**config.mk**
```make
export PLATFORM = sky130hd
export DESIGN_NAME = emg_notch_envelope_detector
export DESIGN_NICKNAME = d
export VERILOG_FILES = /design/src/sv/emgnd_pkg.sv /design/src/sv/emgnd_seq.sv /design/src/sv/emgnd_dp.sv /design/src/sv/emg_notch_envelope_detector.sv
export SDC_FILE = /design/constraint.sdc
export NUM_CORES = 2
export LEC_CHECK = 0
export BUFFER_PORTS_ARGS = -buffer_cell sky130_fd_sc_hd__buf_2
export CORE_MARGIN = 4
export CORE_UTILIZATION = 40
export CTS_BUF_LIST = sky130_fd_sc_hd__clkbuf_4
export DETAILED_ROUTE_END_ITERATION = 7
export MAX_ROUTING_LAYER = met4
export SYNTH_ARGS = -nofsm -noshare
export SYNTH_HDL_FRONTEND = slang
export SYNTH_SLANG_ARGS = --single-unit
```
**constraint.sdc**
```tcl
create_clock -name clk -period 34 [get_ports clk]
set_clock_uncertainty 0.05 [all_clocks]
set_input_delay 0 -clock clk [delete_from_list [all_inputs] [get_ports clk]]
set_output_delay 0 -clock clk [all_outputs]
set_load 0.1 [all_outputs]
```
**src/sv/emgnd_pkg.sv**
```systemverilog
package emgnd_pkg;

  localparam int HOLD_SAMPLES_DEF = 1000;

  localparam int CODE_W     = 10;
  localparam int SCALE_W    = 17;
  localparam int OFFSET_W   = 10;
  localparam int COEF_W     = 20;
  localparam int WEIGHT_W   = 17;
  localparam int TRIG_W     = 15;
  localparam int SAMPLE_W   = 16;
  localparam int ENV_W      = 32;
  localparam int LEVEL_W    = 15;
  localparam int FRAC_W     = 16;
  localparam int CFG_IDX_W  = 4;
  localparam int CFG_DATA_W = 20;

  // shared multiplier: A carries samples and the envelope, B the coefficients
  localparam int OPA_W  = ENV_W + 1;
  localparam int OPB_W  = COEF_W + 1;
  localparam int PROD_W = OPA_W + OPB_W;

  // register indexes
  localparam logic [CFG_IDX_W-1:0] REG_INPUT_SCALE     = 4'd0;
  localparam logic [CFG_IDX_W-1:0] REG_INPUT_OFFSET    = 4'd1;
  localparam logic [CFG_IDX_W-1:0] REG_COEF_B0         = 4'd2;
  localparam logic [CFG_IDX_W-1:0] REG_COEF_B1         = 4'd3;
  localparam logic [CFG_IDX_W-1:0] REG_COEF_A1         = 4'd4;
  localparam logic [CFG_IDX_W-1:0] REG_COEF_A2         = 4'd5;
  localparam logic [CFG_IDX_W-1:0] REG_ENVELOPE_WEIGHT = 4'd6;
  localparam logic [CFG_IDX_W-1:0] REG_TRIGGER_LEVEL   = 4'd7;

  localparam logic [SCALE_W-1:0]       RST_INPUT_SCALE     = 17'd43254;
  localparam logic [OFFSET_W-1:0]      RST_INPUT_OFFSET    = 10'd297;
  localparam logic signed [COEF_W-1:0] RST_COEF_B0         = 20'sd65536;
  localparam logic signed [COEF_W-1:0] RST_COEF_B1         = -20'sd124647;
  localparam logic signed [COEF_W-1:0] RST_COEF_A1         = -20'sd118415;
  localparam logic signed [COEF_W-1:0] RST_COEF_A2         = 20'sd59148;
  localparam logic [WEIGHT_W-1:0]      RST_ENVELOPE_WEIGHT = 17'd6554;
  localparam logic [TRIG_W-1:0]        RST_TRIGGER_LEVEL   = 15'd100;

  typedef struct packed {
    logic [SCALE_W-1:0]       scale;
    logic [OFFSET_W-1:0]      offset;
    logic signed [COEF_W-1:0] b0;
    logic signed [COEF_W-1:0] b1;
    logic signed [COEF_W-1:0] a1;
    logic signed [COEF_W-1:0] a2;
    logic [WEIGHT_W-1:0]      weight;
    logic [TRIG_W-1:0]        trigger;
  } cfg_t;

  // operand A select
  localparam logic [3:0] A_ZERO   = 4'd0;
  localparam logic [3:0] A_CODE   = 4'd1;
  localparam logic [3:0] A_OFFSET = 4'd2;
  localparam logic [3:0] A_X0     = 4'd3;
  localparam logic [3:0] A_XD1    = 4'd4;
  localparam logic [3:0] A_XD2    = 4'd5;
  localparam logic [3:0] A_YD1    = 4'd6;
  localparam logic [3:0] A_YD2    = 4'd7;
  localparam logic [3:0] A_MAG    = 4'd8;
  localparam logic [3:0] A_ENV    = 4'd9;

  // operand B select
  localparam logic [3:0] B_ZERO  = 4'd0;
  localparam logic [3:0] B_SCALE = 4'd1;
  localparam logic [3:0] B_ONE   = 4'd2;
  localparam logic [3:0] B_B0    = 4'd3;
  localparam logic [3:0] B_B1    = 4'd4;
  localparam logic [3:0] B_A1    = 4'd5;
  localparam logic [3:0] B_A2    = 4'd6;
  localparam logic [3:0] B_W     = 4'd7;
  localparam logic [3:0] B_WC    = 4'd8;

  // accumulator operations
  localparam logic [2:0] ACC_HOLD  = 3'd0;
  localparam logic [2:0] ACC_LOAD  = 3'd1;
  localparam logic [2:0] ACC_ADD   = 3'd2;
  localparam logic [2:0] ACC_SUB   = 3'd3;
  localparam logic [2:0] ACC_ADDSH = 3'd4;

  // write-back operations
  localparam logic [2:0] WB_NONE   = 3'd0;
  localparam logic [2:0] WB_LATCH  = 3'd1;
  localparam logic [2:0] WB_X0     = 3'd2;
  localparam logic [2:0] WB_Y0     = 3'd3;
  localparam logic [2:0] WB_FINISH = 3'd4;

  // jump conditions
  localparam logic [1:0] JC_NEVER    = 2'd0;
  localparam logic [1:0] JC_NO_INPUT = 2'd1;
  localparam logic [1:0] JC_OUT_BUSY = 2'd2;

  localparam int PC_W = 4;

  localparam logic [PC_W-1:0] ST_IDLE    = 4'd0;
  localparam logic [PC_W-1:0] ST_SCALE   = 4'd1;
  localparam logic [PC_W-1:0] ST_OFFSET  = 4'd2;
  localparam logic [PC_W-1:0] ST_ROUND_X = 4'd3;
  localparam logic [PC_W-1:0] ST_TAP0    = 4'd4;
  localparam logic [PC_W-1:0] ST_TAP1    = 4'd5;
  localparam logic [PC_W-1:0] ST_TAP2    = 4'd6;
  localparam logic [PC_W-1:0] ST_FB1     = 4'd7;
  localparam logic [PC_W-1:0] ST_FB2     = 4'd8;
  localparam logic [PC_W-1:0] ST_ROUND_Y = 4'd9;
  localparam logic [PC_W-1:0] ST_ENV_NEW = 4'd10;
  localparam logic [PC_W-1:0] ST_ENV_OLD = 4'd11;
  localparam logic [PC_W-1:0] ST_FINISH  = 4'd12;

  typedef struct packed {
    logic [3:0]      a_sel;
    logic [3:0]      b_sel;
    logic [2:0]      acc_op;
    logic [2:0]      wb;
    logic [1:0]      jc;
    logic [PC_W-1:0] target;
    logic [PC_W-1:0] nxt_pc;
  } ctrl_t;

  // microprogram ROM
  function automatic ctrl_t ucode(input logic [PC_W-1:0] pc);
    ctrl_t c;
    c.a_sel  = A_ZERO;
    c.b_sel  = B_ZERO;
    c.acc_op = ACC_HOLD;
    c.wb     = WB_NONE;
    c.jc     = JC_NEVER;
    c.target = ST_IDLE;
    c.nxt_pc = pc + PC_W'(1);
    unique case (pc)
      ST_IDLE: begin
        c.wb = WB_LATCH;
        c.jc = JC_NO_INPUT;
        c.target = ST_IDLE;
      end
      ST_SCALE: begin
        c.a_sel = A_CODE;   c.b_sel = B_SCALE; c.acc_op = ACC_LOAD;
      end
      ST_OFFSET: begin
        c.a_sel = A_OFFSET; c.b_sel = B_ONE;   c.acc_op = ACC_SUB;
      end
      ST_ROUND_X: c.wb = WB_X0;
      ST_TAP0: begin
        c.a_sel = A_X0;     c.b_sel = B_B0;    c.acc_op = ACC_LOAD;
      end
      ST_TAP1: begin
        c.a_sel = A_XD1;    c.b_sel = B_B1;    c.acc_op = ACC_ADD;
      end
      ST_TAP2: begin
        c.a_sel = A_XD2;    c.b_sel = B_B0;    c.acc_op = ACC_ADD;
      end
      ST_FB1: begin
        c.a_sel = A_YD1;    c.b_sel = B_A1;    c.acc_op = ACC_SUB;
      end
      ST_FB2: begin
        c.a_sel = A_YD2;    c.b_sel = B_A2;    c.acc_op = ACC_SUB;
      end
      ST_ROUND_Y: c.wb = WB_Y0;
      ST_ENV_NEW: begin
        c.a_sel = A_MAG;    c.b_sel = B_W;     c.acc_op = ACC_LOAD;
      end
      ST_ENV_OLD: begin
        c.a_sel = A_ENV;    c.b_sel = B_WC;    c.acc_op = ACC_ADDSH;
      end
      ST_FINISH: begin
        c.wb = WB_FINISH;
        c.jc = JC_OUT_BUSY;
        c.target = ST_FINISH;
        c.nxt_pc = ST_IDLE;
      end
      default: c.nxt_pc = ST_IDLE;
    endcase
    return c;
  endfunction

endpackage

```
**src/sv/emgnd_seq.sv**
```systemverilog
module emgnd_seq (
  input  logic                clk,
  input  logic                rst,
  input  logic                in_valid,
  input  logic                out_busy,
  output logic                in_ready,
  output emgnd_pkg::ctrl_t    uop,
  output logic                fire
);

  logic [emgnd_pkg::PC_W-1:0] pc;
  logic [emgnd_pkg::PC_W-1:0] pc_next;
  logic                       taken;

  assign uop = emgnd_pkg::ucode(pc);

  always_comb begin
    taken = 1'b0;
    case (uop.jc)
      emgnd_pkg::JC_NO_INPUT: taken = !in_valid;
      emgnd_pkg::JC_OUT_BUSY: taken = out_busy;
      default:                taken = 1'b0;
    endcase
  end

  // a taken jump is a wait: the step does no work
  assign fire     = !taken;
  assign in_ready = (uop.jc == emgnd_pkg::JC_NO_INPUT);
  assign pc_next  = taken ? uop.target : uop.nxt_pc;

  always_ff @(posedge clk) begin
    if (rst) begin
      pc <= emgnd_pkg::ST_IDLE;
    end else begin
      pc <= pc_next;
    end
  end

endmodule

```
**src/sv/emgnd_dp.sv**
```systemverilog
module emgnd_dp #(
  parameter int HOLD_SAMPLES = emgnd_pkg::HOLD_SAMPLES_DEF
) (
  input  logic                                  clk,
  input  logic                                  rst,
  input  emgnd_pkg::cfg_t                       cfg,
  input  emgnd_pkg::ctrl_t                      uop,
  input  logic                                  fire,
  input  logic [emgnd_pkg::CODE_W-1:0]          adc_code,
  input  logic                                  out_ready,
  output logic                                  out_busy,
  output logic                                  out_valid,
  output logic signed [emgnd_pkg::SAMPLE_W-1:0] filtered_sample,
  output logic [emgnd_pkg::LEVEL_W-1:0]         envelope_level,
  output logic                                  flex_event,
  output logic                                  release_event
);

  localparam int OPA_W  = emgnd_pkg::OPA_W;
  localparam int OPB_W  = emgnd_pkg::OPB_W;
  localparam int PROD_W = emgnd_pkg::PROD_W;
  localparam int SW     = emgnd_pkg::SAMPLE_W;
  localparam int FW     = emgnd_pkg::FRAC_W;
  localparam int EW     = emgnd_pkg::ENV_W;
  localparam int LW     = emgnd_pkg::LEVEL_W;
  localparam int WW     = emgnd_pkg::WEIGHT_W;
  localparam int HOLD_W = $clog2(HOLD_SAMPLES + 1);
  localparam logic [HOLD_W-1:0] HOLD_VAL = HOLD_W'(HOLD_SAMPLES);
  localparam logic [WW-1:0]     W_ONE    = WW'(2 ** FW);
  localparam logic signed [PROD_W-1:0] S_MAX = PROD_W'(2 ** (SW - 1) - 1);
  localparam logic signed [PROD_W-1:0] S_MIN = -PROD_W'(2 ** (SW - 1));
  localparam logic [EW-1:0] ENV_MAX = {1'b0, {LW{1'b1}}, {FW{1'b0}}};

  logic [emgnd_pkg::CODE_W-1:0] code;
  logic signed [SW-1:0]         x0;
  logic signed [SW-1:0]         xd1;
  logic signed [SW-1:0]         xd2;
  logic signed [SW-1:0]         yd1;
  logic signed [SW-1:0]         yd2;
  logic [LW-1:0]                mag;
  logic [EW-1:0]                env_acc;
  logic [HOLD_W-1:0]            hold;
  logic signed [PROD_W-1:0]     acc;

  logic [WW-1:0]            w_sat;
  logic signed [OPA_W-1:0]  a_op;
  logic signed [OPB_W-1:0]  b_op;
  logic signed [PROD_W-1:0] prod;
  logic signed [PROD_W-1:0] rnd_q;
  logic signed [SW-1:0]     y_sat;
  logic [LW-1:0]            y_mag;
  logic [EW-1:0]            env_new;
  logic                     crossing;
  logic [HOLD_W-1:0]        hold_dec;
  logic [HOLD_W-1:0]        hold_next;
  logic                     rel;
  logic                     flex;
  logic                     finish;

  assign w_sat = (cfg.weight > W_ONE) ? W_ONE : cfg.weight;

  always_comb begin
    case (uop.a_sel)
      emgnd_pkg::A_CODE:   a_op = OPA_W'(code);
      emgnd_pkg::A_OFFSET: a_op = OPA_W'(cfg.offset);
      emgnd_pkg::A_X0:     a_op = OPA_W'(x0);
      emgnd_pkg::A_XD1:    a_op = OPA_W'(xd1);
      emgnd_pkg::A_XD2:    a_op = OPA_W'(xd2);
      emgnd_pkg::A_YD1:    a_op = OPA_W'(yd1);
      emgnd_pkg::A_YD2:    a_op = OPA_W'(yd2);
      emgnd_pkg::A_MAG:    a_op = OPA_W'(mag);
      emgnd_pkg::A_ENV:    a_op = OPA_W'(env_acc);
      default:             a_op = '0;
    endcase
  end

  always_comb begin
    case (uop.b_sel)
      emgnd_pkg::B_SCALE: b_op = OPB_W'(cfg.scale);
      emgnd_pkg::B_ONE:   b_op = OPB_W'(W_ONE);
      emgnd_pkg::B_B0:    b_op = OPB_W'(cfg.b0);
      emgnd_pkg::B_B1:    b_op = OPB_W'(cfg.b1);
      emgnd_pkg::B_A1:    b_op = OPB_W'(cfg.a1);
      emgnd_pkg::B_A2:    b_op = OPB_W'(cfg.a2);
      emgnd_pkg::B_W:     b_op = OPB_W'(w_sat);
      emgnd_pkg::B_WC:    b_op = OPB_W'(W_ONE - w_sat);
      default:            b_op = '0;
    endcase
  end

  assign prod = a_op * b_op;

  // round Q.16 to nearest, halves away from zero
  assign rnd_q = (acc + (acc[PROD_W-1] ? PROD_W'(2 ** (FW - 1) - 1) : PROD_W'(2 ** (FW - 1))))
                 >>> FW;

  always_comb begin
    if (rnd_q > S_MAX) begin
      y_sat = SW'(S_MAX);
    end else if (rnd_q < S_MIN) begin
      y_sat = SW'(S_MIN);
    end else begin
      y_sat = rnd_q[SW-1:0];
    end
  end

  // most negative sample saturates to the largest magnitude
  assign y_mag = y_sat[SW-1] ? ((y_sat == SW'(S_MIN)) ? {LW{1'b1}} : LW'(-y_sat))
                             : y_sat[LW-1:0];

  assign env_new  = acc[EW-1:0];
  assign crossing = (EW + 1)'({mag, {FW{1'b0}}}) >=
                    ((EW + 1)'(env_new) + (EW + 1)'({cfg.trigger, {FW{1'b0}}}));

  assign hold_dec  = (hold != '0) ? hold - HOLD_W'(1) : '0;
  assign rel       = (hold == HOLD_W'(1));
  assign flex      = crossing && (hold_dec == '0);
  assign hold_next = crossing ? HOLD_VAL : hold_dec;

  assign out_busy = out_valid && !out_ready;
  assign finish   = fire && (uop.wb == emgnd_pkg::WB_FINISH);

  always_ff @(posedge clk) begin
    if (fire) begin
      case (uop.acc_op)
        emgnd_pkg::ACC_LOAD:  acc <= prod;
        emgnd_pkg::ACC_ADD:   acc <= acc + prod;
        emgnd_pkg::ACC_SUB:   acc <= acc - prod;
        emgnd_pkg::ACC_ADDSH: acc <= acc + (prod >>> FW);
        default:              acc <= acc;
      endcase
    end
  end

  always_ff @(posedge clk) begin
    if (fire) begin
      case (uop.wb)
        emgnd_pkg::WB_LATCH: code <= adc_code;
        emgnd_pkg::WB_X0:    x0   <= rnd_q[SW-1:0];
        emgnd_pkg::WB_Y0:    mag  <= y_mag;
        emgnd_pkg::WB_FINISH: begin
          filtered_sample <= yd1;
          envelope_level  <= env_new[FW+LW-1:FW];
          flex_event      <= flex;
          release_event   <= rel;
        end
        default: ;
      endcase
    end
  end

  always_ff @(posedge clk) begin
    if (rst) begin
      xd1       <= '0;
      xd2       <= '0;
      yd1       <= '0;
      yd2       <= '0;
      env_acc   <= '0;
      hold      <= '0;
      out_valid <= 1'b0;
    end else begin
      // shift the filter history once the new output is known
      if (fire && (uop.wb == emgnd_pkg::WB_Y0)) begin
        xd2 <= xd1;
        xd1 <= x0;
        yd2 <= yd1;
        yd1 <= y_sat;
      end
      if (finish) begin
        env_acc   <= env_new;
        hold      <= hold_next;
        out_valid <= 1'b1;
      end else if (out_ready) begin
        out_valid <= 1'b0;
      end
    end
  end

`ifndef SYNTHESIS
  a_hold_max: assert property (@(posedge clk) disable iff (rst) hold <= HOLD_VAL)
    else $error("hold counter above reload value");

  a_env_bound: assert property (@(posedge clk) disable iff (rst) env_acc <= ENV_MAX)
    else $error("envelope above largest magnitude");

  a_flex_reload: assert property (@(posedge clk) disable iff (rst)
    out_valid && flex_event |-> hold == HOLD_VAL)
    else $error("flex word without hold reload");

  a_release_idle: assert property (@(posedge clk) disable iff (rst)
    out_valid && release_event && !flex_event |-> hold == '0)
    else $error("release word with hold still running");
`endif

endmodule

```
**src/sv/emg_notch_envelope_detector.sv**
```systemverilog
// A new word is taken only at the idle step, once the last word is done; the
// microprogram drives one shared multiplier-accumulator for every product,
// one product per step.
// A waiting result holds the program at its last step until it is taken.
// Reset (rst, synchronous, active high) zeroes filter history, envelope and
// hold counter, restarts the sequencer and restores register defaults.
module emg_notch_envelope_detector #(
  parameter int HOLD_SAMPLES = emgnd_pkg::HOLD_SAMPLES_DEF
) (
  input  logic                                    clk,
  input  logic                                    rst,
  input  logic                                    in_valid,
  output logic                                    in_ready,
  input  logic [emgnd_pkg::CODE_W-1:0]            adc_code,
  output logic                                    out_valid,
  input  logic                                    out_ready,
  output logic signed [emgnd_pkg::SAMPLE_W-1:0]   filtered_sample,
  output logic [emgnd_pkg::LEVEL_W-1:0]           envelope_level,
  output logic                                    flex_event,
  output logic                                    release_event,
  input  logic                                    cfg_valid,
  output logic                                    cfg_ready,
  input  logic [emgnd_pkg::CFG_IDX_W-1:0]         cfg_index,
  input  logic [emgnd_pkg::CFG_DATA_W-1:0]        cfg_data
);

  emgnd_pkg::cfg_t  cfg;
  emgnd_pkg::ctrl_t uop;
  logic             fire;
  logic             out_busy;

  assign cfg_ready = 1'b1;

  always_ff @(posedge clk) begin
    if (rst) begin
      cfg.scale   <= emgnd_pkg::RST_INPUT_SCALE;
      cfg.offset  <= emgnd_pkg::RST_INPUT_OFFSET;
      cfg.b0      <= emgnd_pkg::RST_COEF_B0;
      cfg.b1      <= emgnd_pkg::RST_COEF_B1;
      cfg.a1      <= emgnd_pkg::RST_COEF_A1;
      cfg.a2      <= emgnd_pkg::RST_COEF_A2;
      cfg.weight  <= emgnd_pkg::RST_ENVELOPE_WEIGHT;
      cfg.trigger <= emgnd_pkg::RST_TRIGGER_LEVEL;
    end else if (cfg_valid && cfg_ready) begin
      unique case (cfg_index)
        emgnd_pkg::REG_INPUT_SCALE:     cfg.scale   <= cfg_data[emgnd_pkg::SCALE_W-1:0];
        emgnd_pkg::REG_INPUT_OFFSET:    cfg.offset  <= cfg_data[emgnd_pkg::OFFSET_W-1:0];
        emgnd_pkg::REG_COEF_B0:         cfg.b0      <= cfg_data[emgnd_pkg::COEF_W-1:0];
        emgnd_pkg::REG_COEF_B1:         cfg.b1      <= cfg_data[emgnd_pkg::COEF_W-1:0];
        emgnd_pkg::REG_COEF_A1:         cfg.a1      <= cfg_data[emgnd_pkg::COEF_W-1:0];
        emgnd_pkg::REG_COEF_A2:         cfg.a2      <= cfg_data[emgnd_pkg::COEF_W-1:0];
        emgnd_pkg::REG_ENVELOPE_WEIGHT: cfg.weight  <= cfg_data[emgnd_pkg::WEIGHT_W-1:0];
        emgnd_pkg::REG_TRIGGER_LEVEL:   cfg.trigger <= cfg_data[emgnd_pkg::TRIG_W-1:0];
        default: ;  // drop writes to unknown indexes
      endcase
    end
  end

  emgnd_seq u_seq (
    .clk      (clk),
    .rst      (rst),
    .in_valid (in_valid),
    .out_busy (out_busy),
    .in_ready (in_ready),
    .uop      (uop),
    .fire     (fire)
  );

  emgnd_dp #(
    .HOLD_SAMPLES (HOLD_SAMPLES)
  ) u_dp (
    .clk             (clk),
    .rst             (rst),
    .cfg             (cfg),
    .uop             (uop),
    .fire            (fire),
    .adc_code        (adc_code),
    .out_ready       (out_ready),
    .out_busy        (out_busy),
    .out_valid       (out_valid),
    .filtered_sample (filtered_sample),
    .envelope_level  (envelope_level),
    .flex_event      (flex_event),
    .release_event   (release_event)
  );

endmodule

```
==> results_dict.tcl <==
set metrics [dict create \
    fin_cells 7471 \
    pwr-share-comb_pct 65.4 \
    clk_path_buf_depth 3 \
    syn_avg_cell_area_um2 8.33 \
    hold_path.class "primary input to register" \
    placed_cell_area_um2 50000 \
    maxSlewHeadroom_pct 18.0 \
    tritoncts "yes" \
    cts_max_level 3 \
    slowest_stage "a2111o_1" \
    path_class "register to register" \
    p_leak_uw 0.0236 \
    grt_pass1_wl_um 251000 \
    track_usage_pct 26.5 \
    die_area_um2 125000 \
    ant_nets 0 \
    grt_pass1_vias 41400 \
    startpoint_type "register" \
    start_util_pct 40.4 \
    synth_cell_types 101 \
    grtUsageMet1_pct 36.8 \
    netSwitchingPower_uw 1640 \
    rr_endpoint "u_dp.acc[53]" \
    cpMostUsedCell "fa_1" \
    swShare_pct 52.5 \
    synth_fp_nets 6722 \
    ys.flop_type "dfxtp_1" \
    setup-violations-final 0 \
    worstMarginPinSlew_ps 1220 \
    max_stage_delay_ps 810 \
    drt-initial-drc-count 3918 \
    post-route-cell-area_um2 52100 \
    routedWlPerCell_um 21.5 \
    avgViaCountPerCell 5.57 \
    worstSetupStartpoint "cfg[17]" \
    layout_common_cells "1177 x nand2_1, 884 x inv_1, 690 x fa_1" \
    route.detailed.drc 0 \
    path_clk_slew_ps 70 \
    finalSetupTns_ps 0 \
    cp-end-kind "register" \
    io_buffers 73 \
    critPathCapture "u_dp.acc[53]" \
    cp_max_fo 22 \
    netlist_instances 5745 \
    drive_gt1_share_pct 7.35 \
    met3_usage_pct 4.04 \
    place_hpwl_um 121000 \
    whs_path_depth 3 \
    yosys_register_bits 378 \
    reg2reg_slack_ps 18970 \
    grt_antenna_before_repair 4 \
    outcome "finished, final reports clean" \
    die_y_um 354 \
    r2r_start "cfg[17]" \
    rows 126 \
    drt-total-wl_um 160000 \
    intPower_uw 1480 \
    gp_congestion 0.937 \
    clock_tree.root_cell "clkbuf_4" \
    firstDrtPassIters 8 \
    whs_ps 169 \
    io_pins 75 \
    die_w_um 354 \
    arrival_ps 15660 \
    period_minus_slack_ps 15030 \
    peakVddDrop_mv 0.0539 \
    grt_max_degree 116 \
    power_density_nw_per_um2 60.0 \
    power_frac_clock_pct 13.8 \
    synth_area_um2 47800 \
    area_growth_pct 8.86 \
    hold_violations 0 \
    final_core_util_pct 44.0 \
    grt_busiest_layer "met2" \
    mostFrequentLayoutCell "nand2_1" \
    async_flop_share_pct 0 \
    insertion_delay_ps 980 \
    clock-sinks 378 \
    yosysSeqAreaShare_pct 18.5 \
    drv_slew 0 \
    yosysWarnings 0 \
    timing.max_cap.violations 0 \
    seq_power_share_pct 20.8 \
    cts_made_buffers 102 \
    required_ps 34630 \
    final.period_utilization_pct 44.2 \
    overflow 0 \
    nNetsFinal 6768 \
    fmax_ghz 0.0665 \
    rr_worst_depth 50 \
    vias 41600 \
    core_area_um2 118000 \
    synth_enable_flop_cells 128 \
    met2_usage_pct 40.1 \
    dp.cells 7208 \
    rsz0062_at_grt "false" \
]
-- routing by layer --
layer / up-vias / routed length [µm]
li1: 18800 / -
met5: - / 0
met4: 0 / 5390
met2: 1740 / 72300
met3: 296 / 12800
met1: 20800 / 70000
-- through the flow --
step,total power [µW],worst slack [ps]
after detailed placement,2640,19190
final,3120,18970
after floorplan,2020,20920
after global routing,3350,18090
after CTS,3090,19130
after global placement,2620,19430
-- cells in the mapped netlist (all sizes together) (18+ instances only) --
library cell,number,share of area [%]
a211oi,32,0.51
clkbuf,288,2.3
o211ai,22,0.35
ha,248,6.5
dfxtp,250,10
a221o,19,0.40
nand3b,64,1.0
nand4,31,0.42
a221oi,18,0.33
o21ai,171,1.8
a31oi,25,0.33
nand2b,34,0.44
or2,24,0.31
and3,37,0.48
inv,887,7.0
nand3,87,0.92
mux2i,22,0.46
a21oi,363,3.8
nand2,1178,9.2
o221ai,22,0.40
a22oi,78,1.2
nor2,277,2.2
and4,19,0.35
edfxtp,128,8.0
nor4,26,0.41
o21bai,26,0.41
nor3,63,0.69
and2,78,1.0
a21o,83,1.3
xnor2,113,2.1
xor2,71,1.3
fa,690,29
buf,19,0.24
nor2b,18,0.24
or3,23,0.30
a222oi,18,0.38
o21a,20,0.31
-- how the worst min path moves through the flow --
stage | to | slack, ps | start
2_1_floorplan | u_dp.code[0] | 50 | adc_code[0]
3_3_place_gp | u_dp.code[4] | 130 | adc_code[4]
3_5_place_dp | u_dp.code[9] | 130 | adc_code[9]
4_1_cts | cfg[67] | 20 | cfg_index[0]
5_1_grt | cfg[131] | 130 | rst
6_report | cfg[3] | 170 | rst
-- sequential cells by signal, indices dropped and copies added (netlist names) --
name / flops
cfg: 139
u_dp.acc: 54
u_dp.env_acc: 32
u_dp.filtered_sample: 16
u_dp.x0: 16
u_dp.xd1: 16
u_dp.xd2: 16
u_dp.yd1: 16
u_dp.yd2: 16
u_dp.envelope_level: 15
u_dp.mag: 15
u_dp.code: 10
u_dp.hold: 10
u_seq.pc: 4
u_dp.flex_event: 1
u_dp.out_valid: 1
u_dp.release_event: 1
-- critical path: cells and delay by family (launching register included) --
kind / cells / cell delay, ps
buffers and inverters: 4 / 440
XOR/XNOR: 3 / 410
adder cells (fa/ha/maj): 10 / 4550
AO/OA/AOI/OAI: 18 / 4970
flip-flops: 1 / 360
multiplexers: 1 / 230
AND/OR/NAND/NOR: 14 / 3760
-- logic make-up after synthesis --
family / Yosys count / synth area share [%]
and+or+nand+nor: 2009 / 19.0
buffers and inverters: 1194 / 9.47
AOI/OAI and AO/OA: 1015 / 13.8
adders and majority gates: 938 / 35.4
DFF: 378 / 18.5
xor gates and xnor gates: 184 / 3.37
muxes: 26 / 0.555
other: 1 / 0.00784
-- area by class of cell --
| type | instances | area (µm²) |
|---|---|---|
| fill | 11800 | 66300 |
| multi-input combinational | 4173 | 34700 |
| sequential | 378 | 8850 |
| inverter | 887 | 3330 |
| tap | 1600 | 2000 |
| timing repair buffer | 249 | 1890 |
| clock buffer | 153 | 1150 |
| clock inverter | 27 | 163 |
| antenna | 4 | 10.0 |
-- power by group through the flow --
stage | clock network (µW) | registers (µW) | logic (µW)
after global routing | 464 | 650 | 2230
after detailed placement | 0 | 653 | 1980
after CTS | 440 | 645 | 2000
after floorplan | 0 | 611 | 1410
after global placement | 0 | 653 | 1970
final | 431 | 648 | 2040
-- timing repair --
action | 4_1_cts | 5_1_grt
resized for setup | 0 | 0
setup endpoints to repair | 0 | 0
hold buffers | 79 | 0
setup buffers | 0 | 0
hold endpoints to repair | 245 | 0
(Power assumes the default switching activity.)
